## src/sv/pngunp_pkg.sv

```systemverilog
// Shared types, codes and constants for the PNG scanline pixel unpacker.
package pngunp_pkg;

   localparam int MAX_WIDTH_DEF     = 4096;
   localparam int PALETTE_DEPTH_DEF = 256;
   localparam int COL_W             = 13;   // row_width register width
   localparam int ADDR_W            = 4;    // three 32-bit registers
   localparam int QUEUE_DEPTH       = 4;    // power of two

   // color_mode codes
   localparam logic [2:0] MODE_GREY       = 3'd0;
   localparam logic [2:0] MODE_GREY_ALPHA = 3'd1;
   localparam logic [2:0] MODE_PALETTE    = 3'd2;
   localparam logic [2:0] MODE_RGB        = 3'd3;
   localparam logic [2:0] MODE_RGBA       = 3'd4;

   // depth_code codes
   localparam logic [2:0] DEPTH_1  = 3'd0;
   localparam logic [2:0] DEPTH_2  = 3'd1;
   localparam logic [2:0] DEPTH_4  = 3'd2;
   localparam logic [2:0] DEPTH_8  = 3'd3;
   localparam logic [2:0] DEPTH_16 = 3'd4;

   // register indexes
   localparam logic [1:0] REG_COLOR_MODE = 2'd0;
   localparam logic [1:0] REG_DEPTH_CODE = 2'd1;
   localparam logic [1:0] REG_ROW_WIDTH  = 2'd2;

   // input item kinds
   localparam logic KIND_PAL_WRITE = 1'b0;
   localparam logic KIND_DATA      = 1'b1;

   // work queued from front to back
   typedef enum logic [2:0] {
      OP_PAL_WR,     // data = {index, red, green, blue}
      OP_PIX,        // data = {red, green, blue, alpha}
      OP_PIX_LUT,    // data[7:0] = palette index
      OP_BITS,       // data[7:0] = packed grey samples
      OP_BITS_LUT    // data[7:0] = packed palette indices
   } pngunp_op_type;

   typedef struct packed {
      logic       kind;
      logic [7:0] data_byte;
      logic [7:0] pal_index;
      logic [7:0] pal_red;
      logic [7:0] pal_green;
      logic [7:0] pal_blue;
   } pngunp_req_type;

   typedef struct packed {
      logic [7:0] red;
      logic [7:0] green;
      logic [7:0] blue;
      logic [7:0] alpha;
      logic       row_end;
      logic       burst_end;
   } pngunp_rsp_type;

   typedef struct packed {
      pngunp_op_type op;
      logic [31:0]   data;
   } pngunp_entry_type;

   typedef struct packed {
      logic [2:0] color_mode;
      logic [2:0] depth_code;
   } pngunp_front_cfg_type;

   typedef struct packed {
      logic [2:0]       depth_code;
      logic [COL_W-1:0] eff_width;
   } pngunp_back_cfg_type;

endpackage

```

## src/sv/pngunp_queue.sv

```systemverilog
// Small flip-flop FIFO between front and back ends.
module pngunp_queue import pngunp_pkg::*; (
   input  logic             clock,
   input  logic             reset,
   input  logic             push,
   input  pngunp_entry_type push_entry,
   input  logic             pop,
   output pngunp_entry_type head,
   output logic             head_vld,
   output logic             full
);

   localparam int AW = $clog2(QUEUE_DEPTH);
   localparam int CW = $clog2(QUEUE_DEPTH + 1);

   pngunp_entry_type slot_ff [QUEUE_DEPTH];
   logic [AW-1:0] wr_ff, wr_in, rd_ff, rd_in;
   logic [CW-1:0] cnt_ff, cnt_in;

   assign head     = slot_ff[rd_ff];
   assign head_vld = (cnt_ff != '0);
   assign full     = (cnt_ff == CW'(QUEUE_DEPTH));

   // depth is a power of two, pointers wrap naturally
   always_comb begin
      wr_in  = push ? wr_ff + AW'(1) : wr_ff;
      rd_in  = pop  ? rd_ff + AW'(1) : rd_ff;
      cnt_in = cnt_ff + CW'(push) - CW'(pop);
   end

   always_ff @(posedge clock) begin
      if (reset) begin
         wr_ff  <= '0;
         rd_ff  <= '0;
         cnt_ff <= '0;
      end else begin
         wr_ff  <= wr_in;
         rd_ff  <= rd_in;
         cnt_ff <= cnt_in;
      end
   end

   always_ff @(posedge clock) begin
      if (push) begin
         slot_ff[wr_ff] <= push_entry;
      end
   end

endmodule

```

## config.mk

```make
export PLATFORM = sky130hd
export DESIGN_NAME = pngunp_queue
export DESIGN_NICKNAME = d
export VERILOG_FILES = /design/src/sv/pngunp_pkg.sv /design/src/sv/pngunp_queue.sv
export SDC_FILE = /design/constraint.sdc
export NUM_CORES = 1
export LEC_CHECK = 0
export ABC_AREA = 0
export BUFFER_PORTS_ARGS = -buffer_cell sky130_fd_sc_hd__buf_2
export CAP_MARGIN = 20
export CELL_PAD_IN_SITES_DETAIL_PLACEMENT = 2
export CELL_PAD_IN_SITES_GLOBAL_PLACEMENT = 2
export CORE_MARGIN = 2
export CORE_UTILIZATION = 40
export DETAILED_ROUTE_END_ITERATION = 8
export PLACE_DENSITY_LB_ADDON = 0.12
export RECOVER_POWER = 25
export SYNTH_ARGS = -nofsm -noshare
export SYNTH_HDL_FRONTEND = slang
export SYNTH_SLANG_ARGS = --single-unit
```

## constraint.sdc

```tcl
create_clock -name clock -period 3.87 [get_ports clock]
set_clock_uncertainty 0.15 [all_clocks]
set_input_delay 0.1935 -clock clock [delete_from_list [all_inputs] [get_ports clock]]
set_output_delay 0.1935 -clock clock [all_outputs]
set_load 0.05 [all_outputs]
```

==> impl_results.rst, run 1 <==
.. list-table::
   :header-rows: 1

   * - Metric
     - Value
   * - Share of the core filled with cells
     - 50.99%
   * - Detailed-routing iteration count for the pre-antenna-repair pass
     - 6
   * - Max-slew headroom at the worst pin
     - 32.89%
   * - Count of pins on the block boundary
     - 76
   * - Number of flip-flops and latches in the synthesized netlist
     - 149
   * - Post-route clock period utilization
     - 61.85%
   * - Global-route total usage across every layer
     - around 17%
   * - Internal power consumption
     - 3044 uW
   * - Number of failing setup endpoints in the final timing report
     - 0
   * - Total design power
     - 4065 uW
   * - Reported net switching power
     - between 1000 and 1500 uW
   * - Standard cell core area
     - 13720 sq um
   * - Max FO, Critical Path
     - 35
   * - Hpwl dp
     - 6490 um
   * - Die width
     - 121.7 um
   * - H-tree levels
     - 4
   * - Final antenna diode count
     - 0
   * - Final critical delay including setup and external delays
     - 2.394 ns
   * - Total die area
     - 14810 sq um
   * - Longest individual stage delay on the worst path
     - 0.95 ns
   * - Pwr per Cell Area
     - 581.1 nW/um^2
   * - Classification of the worst-slack hold path
     - in2reg
   * - Max Root-Sink Buffers
     - 2
   * - Kind of cell with the highest combined delay on the critical path
     - flip-flops
   * - Clock latency on the worst-skew pair
     - 0.41 ns
   * - DRC marker count from the first detailed-route iteration
     - 178
   * - TritonCTS buffer count
     - 17
   * - Combinational share of power
     - 14.0%
   * - Count of standard-cell rows
     - 43
   * - Clock transition at the registers of the reported paths
     - 0.06 ns
   * - Kind of end point of the critical path
     - output port
   * - Final-report max-slew violation count
     - 0
   * - Routed wire length
     - between 10000 and 15000 um
   * - Endpoint required time on the critical path
     - 3.53 ns
   * - Synth Warn #
     - 0
   * - Part of the Yosys area used for sequential elements
     - 79.10%
   * - Status
     - finished clean
   * - Cells after Synth
     - 225
   * - Maximum Capacitance Violations
     - 0
   * - Setup repair bufs after CTS
     - 0
   * - Category of the critical setup timing path
     - reg2out
   * - Number of antenna violations at the first check in global routing
     - 0
   * - Remaining DRCs
     - 0
   * - Per-cell via count in the routed design
     - 4.952
   * - Vias post-DR
     - 2689
   * - Mean instance size in the synthesized netlist
     - 24.63 sq um
   * - Largest net degree at the start of global routing
     - 36
   * - Area Overhead vs Synth
     - 26.21%
   * - Number of clock sinks
     - 149
   * - Clock tree from TritonCTS
     - built
   * - DP Worst Slack
     - 1.847 ns
   * - Kind of launch point of the worst setup path
     - register
   * - Sequential power share
     - 46.6%
   * - Wire length of the first global-routing pass
     - between 15000 and 20000 um
   * - Least setup slack across all paths after layout
     - between 1 and 1.5 ns
   * - FFs w/ async S/R, synth
     - 0%
   * - Global-route congestion overflow total
     - 0
   * - Starting utilization of the core area
     - 40.40%
   * - Leak pwr
     - 0.002394 uW
   * - Number of synthesized flops with an enable pin
     - 140
   * - Top_reg_cell synth
     - edfxtp_1
   * - Setup repair after global routing missed its margin
     - no
   * - Worst-path cell with the longest stage delay
     - dfxtp_2
   * - Vertical die dimension
     - 121.7 um
   * - Syn nets
     - between 200 and 300
   * - Critical path cell sequence
     - mux4_1 -> buf_2
   * - Cell area after technology mapping
     - around 5500 sq um
   * - Peak Freq
     - between 0.4 and 0.5 GHz
   * - Post-DR wirelength/cell
     - 20.84 um
   * - Share of power burned in the clock network
     - 39.4%
   * - Final antenna-violating net count
     - 0
   * - Via count of the first global-routing pass
     - 2960
   * - Post-cts repair resize count
     - 0
   * - Critical path buffers and inverters
     - 1
   * - Worst Tran Pin Value
     - 1.007 ns
   * - Number of hold-repair buffers added at the cts stage
     - 38
   * - Proportion of layout cells with a drive suffix above 1
     - 32.51%
   * - IR drop worst, VDD
     - 0.3646 mV
   * - Number of endpoints with negative hold slack in the final report
     - 0
   * - Switching part of the total power
     - about a quarter
   * - Data arrival time at the worst-slack endpoint
     - 2.05 ns
   * - Setup_tns
     - 0 ns
   * - Layout net count
     - between 300 and 400
   * - # port buffers
     - between 70 and 80
   * - CTS Root Buffer Type
     - clkbuf_16
   * - Post-synthesis cell type count
     - 22
   * - Routability congestion estimate from global placement
     - about 0.7
## power by group through the flow
stage	registers, uW	clock network, uW	logic [uW]
floorplan	1900	0	432
global placement	1920	0	542
detailed placement	1930	0	552
CTS	1900	1640	584
global route	1900	1700	608
finish	1890	1600	570
## kinds of logic (layout without fill, tap and decap cells)
logic type | Yosys count | after routing | synth area share [%]
simple gates | 14 | 14 | 1.377
mux | 36 | 36 | 14.74
buf+inv | 14 | 152 | 2.054
xor+xnor | 3 | 3 | 0.7449
fa+ha+maj | 7 | 7 | 1.716
compound gates | 2 | 2 | 0.2708
flops | 149 | 149 | 79.10
## Yosys cell counts (all sizes together) (2+ instances only)
library cell	count	area share [%]
and2	4	0.45
dfxtp	9	3.3
inv	6	0.41
edfxtp	140	76
buf	7	1.6
xnor2	2	0.32
mux4	35	15
nor2b	2	0.23
ha	6	1.4
nor2	5	0.34
## area by class of cell
type	count	area, sq um
flip-flops and latches	149	4387
clock buffers	18	429.2
fillers	1244	6724
multi-input cells	62	1050
repair buffers	115	742.0
inverters	6	22.52
clock inverters	13	140.1
well taps	180	225.2
## worst paths after layout
path | start | end | slack [ns] | depth (start not counted)
max | register | head[32] | 1.48 | 2
min | push_entry[4] | slot_ff[3][4] | 0.40 | 2
max reg2reg | wr_ff[0] | slot_ff[0][30] | 1.90 | 3
min reg2reg | rd_ff[0] | register | 0.41 | 2
## flip-flops by register name (all words and copies together) (netlist names), named ones only
signal,flops
cnt_ff,3
rd_ff,2
wr_ff,2
slot_ff,140
## routing by layer
layer	global-route usage [%]	share of wire [%]	vias up
met5	0	0	-
met4	5.388	0.97	0
met3	6.273	4.0	8
met2	28.48	54	63
met1	20.35	42	1430
li1	-	-	1188
## placed cells by master (no fill, tap or decap), types with 2 or more instances in the layout
cell and instances:
buf_2 52, inv_1 6, clkbuf_1 24, edfxtp_1 140
mux4_2 30, nor2b_1 2, dfxtp_2 2, mux4_1 5
xnor2_1 2, ha_1 6, dfxtp_1 7, bufinv_16 3
dlygate4sd3_1 38, nor2_1 5, clkbuf_16 17, buf_4 2
clkinv_2 6, clkinv_1 3, and2_2 4
## per-stage QoR
step	hold WS, ns	instances	cell area [sq um]
2_1_floorplan	0.1151	225	5543
3_3_place_gp	0.2547	474	6075
3_5_place_dp	0.2602	474	6075
4_1_cts	0.3568	543	7024
5_1_grt	0.4009	543	6995
6_report	0.4015	543	6995
No activity file was read; power rests on OpenSTA's default activity.
==> run 2: changes to the inputs <==
==> constraint.sdc (replaced) <==
create_clock -name clock -period 2 [get_ports clock]
set_clock_uncertainty 0.15 [all_clocks]
set_input_delay 0.1 -clock clock [delete_from_list [all_inputs] [get_ports clock]]
set_output_delay 0.1 -clock clock [all_outputs]
set_load 0.05 [all_outputs]
==> impl_results.rst, run 2 (synthesis gave the netlist of run 1 again) <==
.. list-table::
   :header-rows: 1

   * - Metric
     - Value
   * - Violated checks
     - negative setup slack
   * - Longest individual stage delay on the worst path
     - 0.52 ns (was 0.95 ns)
   * - Area Overhead vs Synth
     - 33.81% (was 26.21%)
   * - Clock transition at the registers of the reported paths
     - 0.06 ns (about the same)
   * - Minimum setup slack among reg-to-reg paths
     - 0.08 ns (was 1.90 ns)
   * - Vias post-DR
     - 2739 (was 2689)
   * - Largest net degree at the start of global routing
     - 34 (was 36)
   * - Endpoint required time on the critical path
     - 1.75 ns (was 3.53 ns)
   * - Data arrival time at the worst-slack endpoint
     - 1.79 ns (was 2.05 ns)
   * - Kind of cell with the highest combined delay on the critical path
     - multiplexers (was flip-flops)
   * - Biggest registers after layout
     - slot_ff (140), cnt_ff (3) (unchanged)
   * - Critical path cell sequence
     - clkbuf_16 -> mux4_2 -> buf_6 (was mux4_1 -> buf_2)
   * - H-tree levels
     - 4 (unchanged)
   * - Layout net count
     - 409 (was 397)
   * - TritonCTS buffer count
     - 17 (unchanged)
   * - Area of combinational cells with multiple inputs
     - 1031 sq um (was 1050 sq um)
   * - Global-route congestion overflow total
     - 0 (unchanged)
   * - IR drop worst, VDD
     - 0.6349 mV (was 0.3646 mV)
   * - # port buffers
     - 75 (unchanged)
   * - Cell depth of the worst min-delay path
     - 2 (unchanged)
   * - Sequential cell area in the final layout
     - 4389 sq um (was 4387 sq um)
   * - Setup repair bufs after CTS
     - 0 (unchanged)
   * - Standard cell core area
     - 13720 sq um (unchanged)
   * - Final-report max-slew violation count
     - 0 (unchanged)
   * - Category of the critical setup timing path
     - reg2out (unchanged)
   * - Least setup slack across all paths after layout
     - -0.04369 ns (was 1.476 ns)
   * - Post-route design area
     - 7417 sq um (was 6995 sq um)
   * - Classification of the worst-slack hold path
     - in2reg (unchanged)
   * - Final antenna diode count
     - 0 (unchanged)
   * - Via count of the first global-routing pass
     - 3162 (was 2960)
   * - Proportion of layout cells with a drive suffix above 1
     - 37.77% (was 32.51%)
   * - Worst Reg-to-Reg Cells
     - 7 (was 3)
   * - Worst Tran Pin Value
     - 0.3696 ns (was 1.007 ns)
   * - Critical path buffers and inverters
     - 2 (was 1)
   * - Leading cell types in the layout, fill and taps excluded
     - edfxtp_1, dlygate4sd3_1, mux4_2, buf_6, buf_2 (was edfxtp_1, buf_2, dlygate4sd3_1)
   * - Global-route total usage across every layer
     - 18.04% (was 16.91%)
   * - Count of pins on the block boundary
     - 76 (unchanged)
   * - Detailed-routing iteration count for the pre-antenna-repair pass
     - 4 (was 6)
   * - Clock latency on the worst-skew pair
     - 0.42 ns (was 0.41 ns)
   * - Wire length of the first global-routing pass
     - 18740 um (was 17490 um)
   * - CTS Root Buffer Type
     - clkbuf_16 (unchanged)
   * - RR Endpoint
     - cnt_ff[2] (was slot_ff[0][30])
   * - Max-slew headroom at the worst pin
     - 75.36% (was 32.89%)
   * - Post-DR wirelength/cell
     - 22.45 um (was 20.84 um)
   * - Startpoint of the worst hold path
     - push_entry[32] (was push_entry[4])
   * - Routability congestion estimate from global placement
     - 0.6904 (was 0.6801)
   * - Number of clock sinks
     - 149 (unchanged)
   * - Worst hold path endpoint
     - slot_ff[0][32] (was slot_ff[3][4])
   * - Number of failing setup endpoints in the final timing report
     - 22 (was 0)
   * - Max FO, Critical Path
     - 8 (was 35)
   * - Total die area
     - 14810 sq um (unchanged)
   * - Final antenna-violating net count
     - 0 (unchanged)
   * - Clock tree from TritonCTS
     - built (unchanged)
   * - Final critical delay including setup and external delays
     - 2.044 ns
   * - Kind of end point of the critical path
     - output port (unchanged)
   * - Setup repair after global routing missed its margin
     - yes (was no)
   * - Critical R2R Launch
     - cnt_ff[0] (was wr_ff[0])
   * - Commonest non-fill, non-tap cell in the layout
     - edfxtp_1 (unchanged)
   * - Routed wire length
     - 12480 um (was 11310 um)
   * - Peak Freq
     - 0.4893 GHz
   * - Max Root-Sink Buffers
     - 2 (unchanged)
   * - Worst-path cell with the longest stage delay
     - mux4_2 (was dfxtp_2)
   * - Status
     - finished, violations left (was finished clean)
   * - Number of fill cells
     - 1189 (was 1244)
   * - Vertical die dimension
     - 121.7 um (unchanged)
   * - Leak pwr
     - 0.002549 uW (was 0.002394 uW)
   * - Maximum Capacitance Violations
     - 0 (unchanged)
   * - Number of endpoints with negative hold slack in the final report
     - 0 (unchanged)
   * - Hpwl dp
     - 6873 um (was 6490 um)
   * - DRC marker count from the first detailed-route iteration
     - 151 (was 178)
   * - Pwr per Cell Area
     - 1096 nW/um^2 (was 581.1 nW/um^2)
   * - Kind of launch point of the worst setup path
     - register (unchanged)
   * - Number of antenna violations at the first check in global routing
     - 0 (unchanged)
   * - Remaining DRCs
     - 0 (unchanged)
   * - Area post-placement
     - 6205 sq um (was 6075 sq um)
   * - Largest register by flop count
     - slot_ff (unchanged)
   * - Count of standard-cell rows
     - 43 (unchanged)
   * - Total design power
     - 8131 uW (was 4065 uW)
   * - Flip-flop count of the largest register, all copies and words added
     - 140 (unchanged)
   * - Per-cell via count in the routed design
     - 4.926 (was 4.952)
   * - Starting utilization of the core area
     - 40.40% (unchanged)
   * - Post-route clock period utilization
     - 102.2%
   * - Die width
     - 121.7 um (unchanged)
run 2: stage by stage:
stage	TNS [ns]	util [%]	worst slack, ns	hold slack (ns)	instances
floorplan	0	-	0.05577	0.02161	225
global placement	0	45.23	0.1611	0.1625	483
detailed placement	0	45.23	0.07761	0.1744	483
CTS	-1.500	53.83	-0.08651	0.2572	555
global route	-2.543	54.06	-0.1182	0.3086	556
finish	-0.4946	54.06	-0.04369	0.2879	556
run 2: layout make-up:
class | count | share of cell area (%)
sequential | 149 | 59.18
timing repair buffer | 127 | 15.72
clock inverter | 15 | 2.126
tap | 180 | 3.036
clock buffer | 17 | 5.735
multi-input combinational | 62 | 13.90
inverter | 6 | 0.3036
run 2: metal layers:
layer | track usage [%] | wire [um]
met5 | 0 | 0
met1 | 21.85 | 5236
met4 | 6.250 | 94
met2 | 30.93 | 6705
met3 | 5.384 | 446
run 2: worst max path at each step:
stage                         start       endpoint  depth (start not counted)
after global placement    cnt_ff[0]      cnt_ff[2]                          7
after detailed placement  cnt_ff[0]      cnt_ff[2]                          7
after floorplan            wr_ff[0]  slot_ff[2][0]                          3
after global routing       register       head[21]                          3
final                      register       head[22]                          3
after CTS                  register       head[12]                          3
run 2: repair_timing:
action                                  CTS  global route
hold endpoints to repair                149             0
gates resized for setup                  62            19
hold buffers                             39             0
cloned                                    1             1
endpoints found under the setup margin   35            33
run 2: where the power goes:
| part | internal, uW | switching, uW | total [uW] | leakage (uW) |
|---|---|---|---|---|
| Clock | 1840 | 1280 | 3120 | 0.000277 |
| Sequential | 3580 | 72.6 | 3660 | 0.00136 |
| Combinational | 567 | 789 | 1360 | 0.000911 |
| Total | 5990 | 2140 | 8130 | 0.00255 |
