`src/sv/pngunp_pkg.sv`:
```
// Shared types, codes and constants for the PNG scanline pixel unpacker.
package pngunp_pkg;

   localparam int MAX_WIDTH_DEF     = 4096;
   localparam int PALETTE_DEPTH_DEF = 256;
   localparam int COL_W             = 13;   // row_width register width
   localparam int ADDR_W            = 4;    // three 32-bit registers
   localparam int QUEUE_DEPTH       = 4;    // power of two

   // color_mode codes
   localparam logic [2:0] MODE_GREY       = 3'd0;
   localparam logic [2:0] MODE_GREY_ALPHA = 3'd1;
   localparam logic [2:0] MODE_PALETTE    = 3'd2;
   localparam logic [2:0] MODE_RGB        = 3'd3;
   localparam logic [2:0] MODE_RGBA       = 3'd4;

   // depth_code codes
   localparam logic [2:0] DEPTH_1  = 3'd0;
   localparam logic [2:0] DEPTH_2  = 3'd1;
   localparam logic [2:0] DEPTH_4  = 3'd2;
   localparam logic [2:0] DEPTH_8  = 3'd3;
   localparam logic [2:0] DEPTH_16 = 3'd4;

   // register indexes
   localparam logic [1:0] REG_COLOR_MODE = 2'd0;
   localparam logic [1:0] REG_DEPTH_CODE = 2'd1;
   localparam logic [1:0] REG_ROW_WIDTH  = 2'd2;

   // input item kinds
   localparam logic KIND_PAL_WRITE = 1'b0;
   localparam logic KIND_DATA      = 1'b1;

   // work queued from front to back
   typedef enum logic [2:0] {
      OP_PAL_WR,     // data = {index, red, green, blue}
      OP_PIX,        // data = {red, green, blue, alpha}
      OP_PIX_LUT,    // data[7:0] = palette index
      OP_BITS,       // data[7:0] = packed grey samples
      OP_BITS_LUT    // data[7:0] = packed palette indices
   } pngunp_op_type;

   typedef struct packed {
      logic       kind;
      logic [7:0] data_byte;
      logic [7:0] pal_index;
      logic [7:0] pal_red;
      logic [7:0] pal_green;
      logic [7:0] pal_blue;
   } pngunp_req_type;

   typedef struct packed {
      logic [7:0] red;
      logic [7:0] green;
      logic [7:0] blue;
      logic [7:0] alpha;
      logic       row_end;
      logic       burst_end;
   } pngunp_rsp_type;

   typedef struct packed {
      pngunp_op_type op;
      logic [31:0]   data;
   } pngunp_entry_type;

   typedef struct packed {
      logic [2:0] color_mode;
      logic [2:0] depth_code;
   } pngunp_front_cfg_type;

   typedef struct packed {
      logic [2:0]       depth_code;
      logic [COL_W-1:0] eff_width;
   } pngunp_back_cfg_type;

endpackage

```
`src/sv/pngunp_front.sv`:
```
// Front end: accepts transactions, gathers multi-byte pixels, queues work for the back end.
module pngunp_front import pngunp_pkg::*; (
   input  logic                 clock,
   input  logic                 reset,
   input  logic                 restart,
   input  pngunp_front_cfg_type cfg,
   input  logic                 req_valid,
   output logic                 req_ready,
   input  pngunp_req_type       req_data,
   input  logic                 q_full,
   output logic                 q_push,
   output pngunp_entry_type     q_entry
);

   logic [55:0] hold_ff, hold_in;
   logic [2:0]  phase_ff, phase_in;
   logic [63:0] seq;
   logic [7:0]  sel [4];
   logic [3:0]  bpp;
   logic        narrow_ok, wide_ok, wide16, accept;
   logic [31:0] pix;
   logic        pix_lut;

   // floor(w / 257): high byte, less one when the low byte is below it
   function automatic logic [7:0] div257(input logic [15:0] w);
      return (w[7:0] >= w[15:8]) ? w[15:8] : w[15:8] - 8'd1;
   endfunction

   assign seq    = {hold_ff, req_data.data_byte};
   assign wide16 = (cfg.depth_code == DEPTH_16);

   // channel j counted from the last byte/word received
   always_comb begin
      for (int j = 0; j < 4; j++) begin
         sel[j] = wide16 ? div257(seq[16*j +: 16]) : seq[8*j +: 8];
      end
   end

   always_comb begin
      narrow_ok = (cfg.depth_code == DEPTH_1 || cfg.depth_code == DEPTH_2 ||
                   cfg.depth_code == DEPTH_4) &&
                  (cfg.color_mode == MODE_GREY || cfg.color_mode == MODE_PALETTE);
      wide_ok   = (cfg.depth_code == DEPTH_8 || cfg.depth_code == DEPTH_16) &&
                  (cfg.color_mode <= MODE_RGBA) &&
                  !(cfg.color_mode == MODE_PALETTE && wide16);
      pix_lut = 1'b0;
      case (cfg.color_mode)
         MODE_GREY: begin
            bpp = wide16 ? 4'd2 : 4'd1;
            pix = {sel[0], sel[0], sel[0], 8'hFF};
         end
         MODE_GREY_ALPHA: begin
            bpp = wide16 ? 4'd4 : 4'd2;
            pix = {sel[1], sel[1], sel[1], sel[0]};
         end
         MODE_PALETTE: begin
            bpp     = 4'd1;
            pix     = {24'b0, sel[0]};
            pix_lut = 1'b1;
         end
         MODE_RGB: begin
            bpp = wide16 ? 4'd6 : 4'd3;
            pix = {sel[2], sel[1], sel[0], 8'hFF};
         end
         MODE_RGBA: begin
            bpp = wide16 ? 4'd8 : 4'd4;
            pix = {sel[3], sel[2], sel[1], sel[0]};
         end
         default: begin
            bpp = 4'd1;
            pix = 32'b0;
         end
      endcase
   end

   always_comb begin
      req_ready = !q_full;
      accept    = req_valid && req_ready;
      hold_in   = hold_ff;
      phase_in  = phase_ff;
      q_push    = 1'b0;
      q_entry   = '{op: OP_PIX, data: 32'b0};
      if (restart) begin
         hold_in  = '0;
         phase_in = '0;
      end else if (accept) begin
         if (req_data.kind == KIND_PAL_WRITE) begin
            q_push  = 1'b1;
            q_entry = '{op: OP_PAL_WR,
                        data: {req_data.pal_index, req_data.pal_red,
                               req_data.pal_green, req_data.pal_blue}};
         end else if (narrow_ok) begin
            q_push  = 1'b1;
            q_entry = '{op: (cfg.color_mode == MODE_PALETTE) ? OP_BITS_LUT : OP_BITS,
                        data: {24'b0, req_data.data_byte}};
         end else if (wide_ok) begin
            if ({1'b0, phase_ff} + 4'd1 < bpp) begin
               hold_in  = seq[55:0];
               phase_in = phase_ff + 3'd1;
            end else begin
               q_push   = 1'b1;
               q_entry  = '{op: pix_lut ? OP_PIX_LUT : OP_PIX, data: pix};
               hold_in  = '0;
               phase_in = '0;
            end
         end
         // unsupported mode/depth: byte dropped, nothing changes
      end
   end

   always_ff @(posedge clock) begin
      if (reset) begin
         hold_ff  <= '0;
         phase_ff <= '0;
      end else begin
         hold_ff  <= hold_in;
         phase_ff <= phase_in;
      end
   end

endmodule

```
`config.mk`:
```
export PLATFORM = sky130hd
export DESIGN_NAME = pngunp_front
export DESIGN_NICKNAME = d
export VERILOG_FILES = /design/src/sv/pngunp_pkg.sv /design/src/sv/pngunp_front.sv
export SDC_FILE = /design/constraint.sdc
export NUM_CORES = 1
export LEC_CHECK = 0
export BUFFER_PORTS_ARGS = -buffer_cell sky130_fd_sc_hd__buf_2
export CAP_MARGIN = 15
export CORE_UTILIZATION = 30
export DETAILED_ROUTE_END_ITERATION = 12
export SYNTH_ARGS = -nofsm -noshare
export SYNTH_HDL_FRONTEND = slang
export SYNTH_SLANG_ARGS = --single-unit
```
`constraint.sdc`:
```
create_clock -name clock -period 6.6 [get_ports clock]
set_input_delay 1.98 -clock clock [delete_from_list [all_inputs] [get_ports clock]]
set_output_delay 1.98 -clock clock [all_outputs]
set_load 0.02 [all_outputs]
```
==> results by group, run 1 <==
Setup path
  • Worst setup SP type: input pin
  • Crit path max fanout: 6
  • Crit path cell chain: buf_2 > buf_4 > nor3b_4 > buf_4 > a21oi_2 > ha_1 > a21o_1 > a21oi_2 > o31a_1 > buf_4 > nor2_4 > nand2_4 > nor2_4 > a22oi_1 > or3b_1 > buf_2
  • Crit path required time: 4.62 ns
  • CP most frequent cell: buf_4
  • Reg2Reg Depth: 10
  • CP endpoint kind: output pin
  • Crit. path cell count: 16
  • Slowest cell on crit path: or3b_1
  • CP delay by family, top: simple AND/OR/NAND/NOR gates
  • Critical Path Max Stage Delay: 0.35 ns
  • Setup CP Type: input pin to output pin
  • Worst Path Buf+Inv: 5
  • Worst Path Arrival: 4.53 ns

Yosys
  • Post-synth top area share: 22.9%
  • YS warnings: 0
  • Synth Register Bits: 59
  • Synthesized netlist cell count: 708
  • Mapped Area: 5160 um^2
  • Register area share after synthesis: 22.9%
  • Synthesized area per cell: 7.29 um^2
  • Synth area leaders: dfxtp_1 (23%), ha_1 (9.7%), a22oi_1 (9.6%)
  • Number of synthesized flops with an enable pin: 0
  • Netlist cell types: 68
  • Async set-or-reset flop fraction in the synthesized netlist: 0%
  • Synth Net Count: 800
  • Yosys top cell by area: dfxtp_1
  • Most used flip-flop cell after synthesis: dfxtp_1

STA
  • Final Hold Fails: 0
  • Final period util: 98.7%
  • Worst slew margin: 47.1%
  • Setup Skew: 0.00610 ns
  • FMAX: 0.154 GHz
  • Worst hold margin: 0.513 ns
  • Final Critical Period: 6.51 ns
  • Final Setup Violations: 0
  • Slack of the critical path: 0.0871 ns
  • RSZ-0062 raised after global routing: true
  • Max-slew violations: 0
  • Least-Margin Pin Slew: 0.790 ns

Clocking
  • Worst skew pair latency: 0.34 ns
  • Worst-path clk slew: 0.05 ns
  • CTS root buf: clkbuf_16
  • Num CTS Buffers: 9
  • # clock sinks: 59
  • CTS tree: done
  • CTS Buffer Depth: 2
  • Post-CTS Hold Fix Bufs: 0
  • H-tree depth: 3

Route
  • DRT antenna net count: 0
  • Wire per inst: 18.0 um
  • Total iterations of the first detailed-routing run: 5
  • DR vias: 5721
  • DR vias/cell: 5.56
  • # DRC: 0
  • DR iter-0 viols: 516
  • Routed WL: 18500 um

Layout
  • Non-filler instance count after layout: 1029
  • Layout cells sized above 1: 24.5%
  • # nets final: 896
  • Fill count: 1793
  • Layout area overhead: 25.1%
  • Ant. Diodes: 0

Worst hold path
  • Worst hold path type: flop to flop
  • WHS Path Cells: 2

Die
  • Rows: 47
  • Die ar.: 17700 um^2
  • Width of the die: 133 um
  • Core region area: 16700 um^2
  • Initial Util: 30.9%
  • Num ports: 89
  • Die span in y: 133 um

GRT
  • Initial antenna violation count: 0
  • Remaining Overflow, GRT: 0
  • Largest net degree at the start of global routing: 61
  • Gr usage total: 20.9%
  • First-pass GRT wire length: 28800 um
  • Vias in the first global route: 5165

Placed design
  • HPWL after DPL: 13900 um
  • Minimum setup slack after placement: -0.0927 ns
  • Gpl congestion: 0.917
  • Placed cell count: 1009
  • Port Buffers: 88

Run status
  • Outcome: completed

Pwr
  • Leakage: 0.00254 uW
  • Pwr dens: 146 nW/um^2
  • Maximum vdd drop: 0.103 mV

Run
  • Max cap viols: 0
state kept, by name, summed over array words and instances, names as in the netlist:
register,flops
phase_ff,3
hold_ff,56
worst reg2reg max path: stages, from the launching register on:
cell     delay, ns
dfxtp_1       0.44
ha_1          0.24
xor2_1        0.18
ha_1          0.27
a21o_1        0.18
a21oi_2       0.15
o31ai_1       0.14
nor2_4        0.12
buf_4         0.53
a22oi_1       0.19
nor2_1        0.12
cell usage in the layout (no fill, tap or decap), types with 14 or more instances in the layout:
cell type / instances
buf_2: 80
a22oi_1: 65
a21oi_1: 22
xnor2_1: 25
inv_1: 42
o21ai_0: 31
buf_4: 48
dfxtp_1: 59
nand3_1: 14
nand2_1: 66
ha_1: 40
nor2_1: 109
cell usage after synthesis (all sizes together), types with 5 or more instances:
cell type / count
xnor2: 26
nor2b: 10
mux2i: 9
clkbuf: 28
nand4: 8
o211ai: 6
nor2: 121
and2: 5
a21oi: 28
buf: 16
o22ai: 7
dfxtp: 59
ha: 40
nand2: 70
o21ai: 46
a211oi: 20
a22oi: 66
a31oi: 7
nor4: 5
nor3: 9
inv: 42
nand3: 14
metrics by stage:
step / cell area (um^2) / util (%) / TNS, ns / power (uW)
2_1_floorplan: 5230 / - / 0 / 444
3_3_place_gp: 6020 / 36.1 / -0.0544 / 503
3_5_place_dp: 6020 / 36.1 / -0.135 / 502
4_1_cts: 6320 / 37.8 / -0.00364 / 948
5_1_grt: 6460 / 38.7 / -0.188 / 980
6_report: 6460 / 38.7 / 0 / 945
repair_timing:
item                                    CTS  global route
endpoints found under the setup margin    5            24
setup buffers                             0             4
pin swaps                                 0             3
gates resized for setup                   4            32
cloned                                    0             0
hold endpoints to repair                  0             0
cell families after synthesis:
group / count (synthesis) / synth area share (%)
compound gates: 215 / 29.2
xor+xnor: 27 / 4.58
fa+ha+maj: 40 / 9.69
buf+inv: 86 / 6.93
flops: 59 / 22.9
mux: 12 / 2.40
simple gates: 269 / 24.4
area by class of cell:
cell class              count  area (um^2)  share of cell area (%)
inverters                  42          158                    2.44
clock inverters             4         25.0                   0.387
multi-input cells         563         3790                    58.7
well taps                 220          275                    4.26
clock buffers              12          256                    3.97
repair buffers            129          772                    11.9
flip-flops and latches     59         1180                    18.3
report_power, final:
part / internal (uW) / total, uW / switching, uW
Clock: 273 / 441 / 169
Sequential: 357 / 357 / 0.152
Combinational: 54.8 / 146 / 91.5
Total: 684 / 945 / 260
final timing paths:
path / startpoint / to / slack [ns]
max: cfg[1] / q_entry[17] / 0.09
min: hold_ff[24] / hold_ff[32] / 0.51
max reg2reg: phase_ff[0] / hold_ff[13] / 3.97
min reg2reg: hold_ff[24] / hold_ff[32] / 0.51
per-layer routing:
metal / vias up / global-route usage (%) / share of wire, %
li1: 2760 / - / -
met1: 2722 / 28.7 / 45
met2: 214 / 32.5 / 46
met3: 25 / 4.79 / 7.1
met4: 0 / 6.44 / 1.7
met5: - / 0 / 0
No activity file was read; power rests on OpenSTA's default activity.
==> inputs of run 2 (changes only) <==
- SLEW_MARGIN: not set -> 0
- clock period: 6.6 -> 6.5 ns (I/O delays scaled with it)
==> results by group, run 2 (synthesized netlist as in run 1, its figures left out) <==
Run status
  • Outcome: completed (unchanged)

Setup path
  • R2r setup slk: 3.75 ns (was 3.97 ns)
  • R2R Path Start: phase_ff[0] (unchanged)
  • CP endpoint kind: output pin (unchanged)
  • CP delay by family, top: simple AND/OR/NAND/NOR gates (unchanged)
  • Critical Path Max Stage Delay: 0.42 ns (was 0.35 ns)
  • Worst Path Buf+Inv: 3 (was 5)
  • Reg2Reg Depth: 10 (unchanged)
  • Worst setup SP type: input pin (unchanged)
  • Worst Path Arrival: 4.54 ns (was 4.53 ns)
  • Crit path max fanout: 5 (was 6)
  • Crit path cell chain: buf_6 > or3b_4 > nor2_4 > xnor2_1 > nand2_1 > ha_1 > o2111ai_2 > o31a_1 > nor3_4 > nand2_1 > buf_4 > o211ai_1 > buf_2 (was buf_2 > buf_4 > nor3b_4 > buf_4 > a21oi_2 > ha_1 > a21o_1 > a21oi_2 > o31a_1 > buf_4 > nor2_4 > nand2_4 > nor2_4 > a22oi_1 > or3b_1 > buf_2)
  • R2R Path End: hold_ff[21] (was hold_ff[13])
  • Setup CP Type: input pin to output pin (unchanged)
  • Slowest cell on crit path: or3b_4 (was or3b_1)
  • Crit path required time: 4.55 ns (was 4.62 ns)
  • CP most frequent cell: nand2_1 (was buf_4)

Layout
  • Largest reg by FF count: hold_ff (unchanged)
  • Layout cells sized above 1: 24.4% (was 24.5%)
  • # nets final: 899 (was 896)
  • Commonest cells after routing, fill and taps aside: nor2_1 (113), buf_2 (79), nand2_1 (67) (was nor2_1 (109), buf_2 (80), nand2_1 (66))
  • Max reg flops: 56 (unchanged)
  • Ant. Diodes: 0 (unchanged)
  • Fill count: 1770 (was 1793)
  • Final cell area excluding filler cells: 6660 um^2 (was 6460 um^2)
  • Regs by FF count: hold_ff x56, phase_ff x3 (unchanged)
  • Non-filler instance count after layout: 1032 (was 1029)
  • Layout area overhead: 28.9% (was 25.1%)
  • Commonest non-fill, non-tap cell in the layout: nor2_1 (unchanged)

GRT
  • Largest net degree at the start of global routing: 61 (unchanged)
  • Gr usage total: 21.3% (was 20.9%)
  • Initial antenna violation count: 0 (unchanged)
  • First-pass GRT wire length: 29100 um (was 28800 um)
  • Remaining Overflow, GRT: 0 (unchanged)
  • Vias in the first global route: 5367 (was 5165)

Placed design
  • Port Buffers: 88 (unchanged)
  • HPWL after DPL: 14100 um (was 13900 um)
  • Placed inst area: 6090 um^2 (was 6020 um^2)
  • Minimum setup slack after placement: -0.0754 ns (was -0.0927 ns)
  • Gpl congestion: 0.919 (was 0.917)
  • Placed cell count: 1012 (was 1009)

STA
  • Setup TNS: 0 ns (unchanged)
  • Worst slew margin: 53.0% (was 47.1%)
  • RSZ-0062 raised after global routing: true (unchanged)
  • Final Critical Period: 6.49 ns
  • Final Hold Fails: 0 (unchanged)
  • Least-Margin Pin Slew: 0.698 ns (was 0.790 ns)
  • Setup Skew: 0.00859 ns (was 0.00610 ns)
  • Max-slew violations: 0 (unchanged)
  • Slack of the critical path: 0.0107 ns (was 0.0871 ns)
  • Final Setup Violations: 0 (unchanged)
  • Worst hold margin: 0.517 ns (was 0.513 ns)
  • Final period util: 99.8%
  • FMAX: 0.154 GHz

Die
  • Die span in y: 133 um (unchanged)
  • Num ports: 89 (unchanged)
  • Core region area: 16700 um^2 (unchanged)
  • Initial Util: 30.9% (unchanged)
  • Rows: 47 (unchanged)
  • Width of the die: 133 um (unchanged)
  • Die ar.: 17700 um^2 (unchanged)

Worst hold path
  • WHS Path Cells: 2 (unchanged)
  • Hold path endpoint: phase_ff[2] (was hold_ff[32])
  • Worst hold path type: flop to flop (unchanged)
  • Worst Hold Launch: phase_ff[2] (was hold_ff[24])

Clocking
  • H-tree depth: 3 (unchanged)
  • CTS Buffer Depth: 2 (unchanged)
  • Worst-path clk slew: 0.06 ns (was 0.05 ns)
  • Post-CTS Hold Fix Bufs: 0 (unchanged)
  • Worst skew pair latency: 0.33 ns (was 0.34 ns)
  • CTS tree: done (unchanged)
  • # clock sinks: 59 (unchanged)
  • Num CTS Buffers: 9 (unchanged)
  • CTS root buf: clkbuf_16 (unchanged)

Route
  • Routed WL: 18700 um (was 18500 um)
  • # DRC: 0 (unchanged)
  • DR vias/cell: 5.52 (was 5.56)
  • Total iterations of the first detailed-routing run: 7 (was 5)
  • DR vias: 5696 (was 5721)
  • DR iter-0 viols: 532 (was 516)
  • DRT antenna net count: 0 (unchanged)
  • Wire per inst: 18.1 um (was 18.0 um)

Pwr
  • Leakage: 0.00259 uW (was 0.00254 uW)
  • Pwr dens: 161 nW/um^2 (was 146 nW/um^2)
  • Maximum vdd drop: 0.0956 mV (was 0.103 mV)

Run
  • Max cap viols: 0 (unchanged)
run 2: cell types whose count changed in the layout (fill, tap and decap cells not counted), sizes merged:
cell,delta
clkinv,+1
buf,+3
bufinv,+3
clkbuf,-2
clkinvlp,-2
run 2: worst min-delay path: stages (launching register included):
cell	delay, ns
dfxtp_1	0.33
o21ai_0	0.08
a21oi_1	0.06
run 2: area by class of cell:
cell class | instances | area (um^2) | share of cell area (%)
Clock inverter | 6 | 113 | 1.69
Tap cell | 220 | 275 | 4.14
Inverter | 42 | 158 | 2.37
Timing Repair Buffer | 132 | 840 | 12.6
Clock buffer | 10 | 239 | 3.59
Multi-Input combinational cell | 563 | 3850 | 57.8
Sequential cell | 59 | 1180 | 17.7
run 2: power breakdown:
part | internal [uW] | leakage [uW] | switching [uW] | total (uW)
Sequential | 362 | 0.000475 | 0.156 | 362
Clock | 385 | 0.000173 | 173 | 558
Combinational | 59.0 | 0.00194 | 95.1 | 154
run 2: worst max-delay path by stage:
| stage | startpoint | end | slack (ns) | cells past startpoint |
|---|---|---|---|---|
| 2_1_floorplan | cfg[0] | q_entry[22] | -0.01 | 14 |
| 3_3_place_gp | cfg[0] | q_entry[17] | -0.04 | 15 |
| 3_5_place_dp | cfg[0] | q_entry[17] | -0.08 | 15 |
| 4_1_cts | cfg[0] | q_entry[20] | -0.004 | 14 |
| 5_1_grt | cfg[0] | q_entry[17] | -0.1 | 15 |
| 6_report | cfg[0] | q_entry[29] | 0.01 | 13 |
run 2: per-stage QoR:
step	total power (uW)	util, %
after global routing	1110	39.8
after detailed placement	514	36.5
after global placement	514	36.5
after CTS	1080	38.6
after floorplan	454	-
final	1070	39.8
run 2: per-layer routing:
metal | routed length, um | vias to the layer above | track usage (%)
li1 | - | 2762 | -
met1 | 8370 | 2675 | 29.1
met2 | 8560 | 222 | 32.8
met3 | 1210 | 37 | 3.96
met4 | 511 | 0 | 8.90
met5 | 0 | - | 0
run 2: repair_timing:
action / 4_1_cts / 5_1_grt
buffers inserted: 0 / 4
resized for setup: 2 / 34
gates cloned: 0 / 0
pin swaps: 0 / 9
endpoints found under the setup margin: 12 / 18
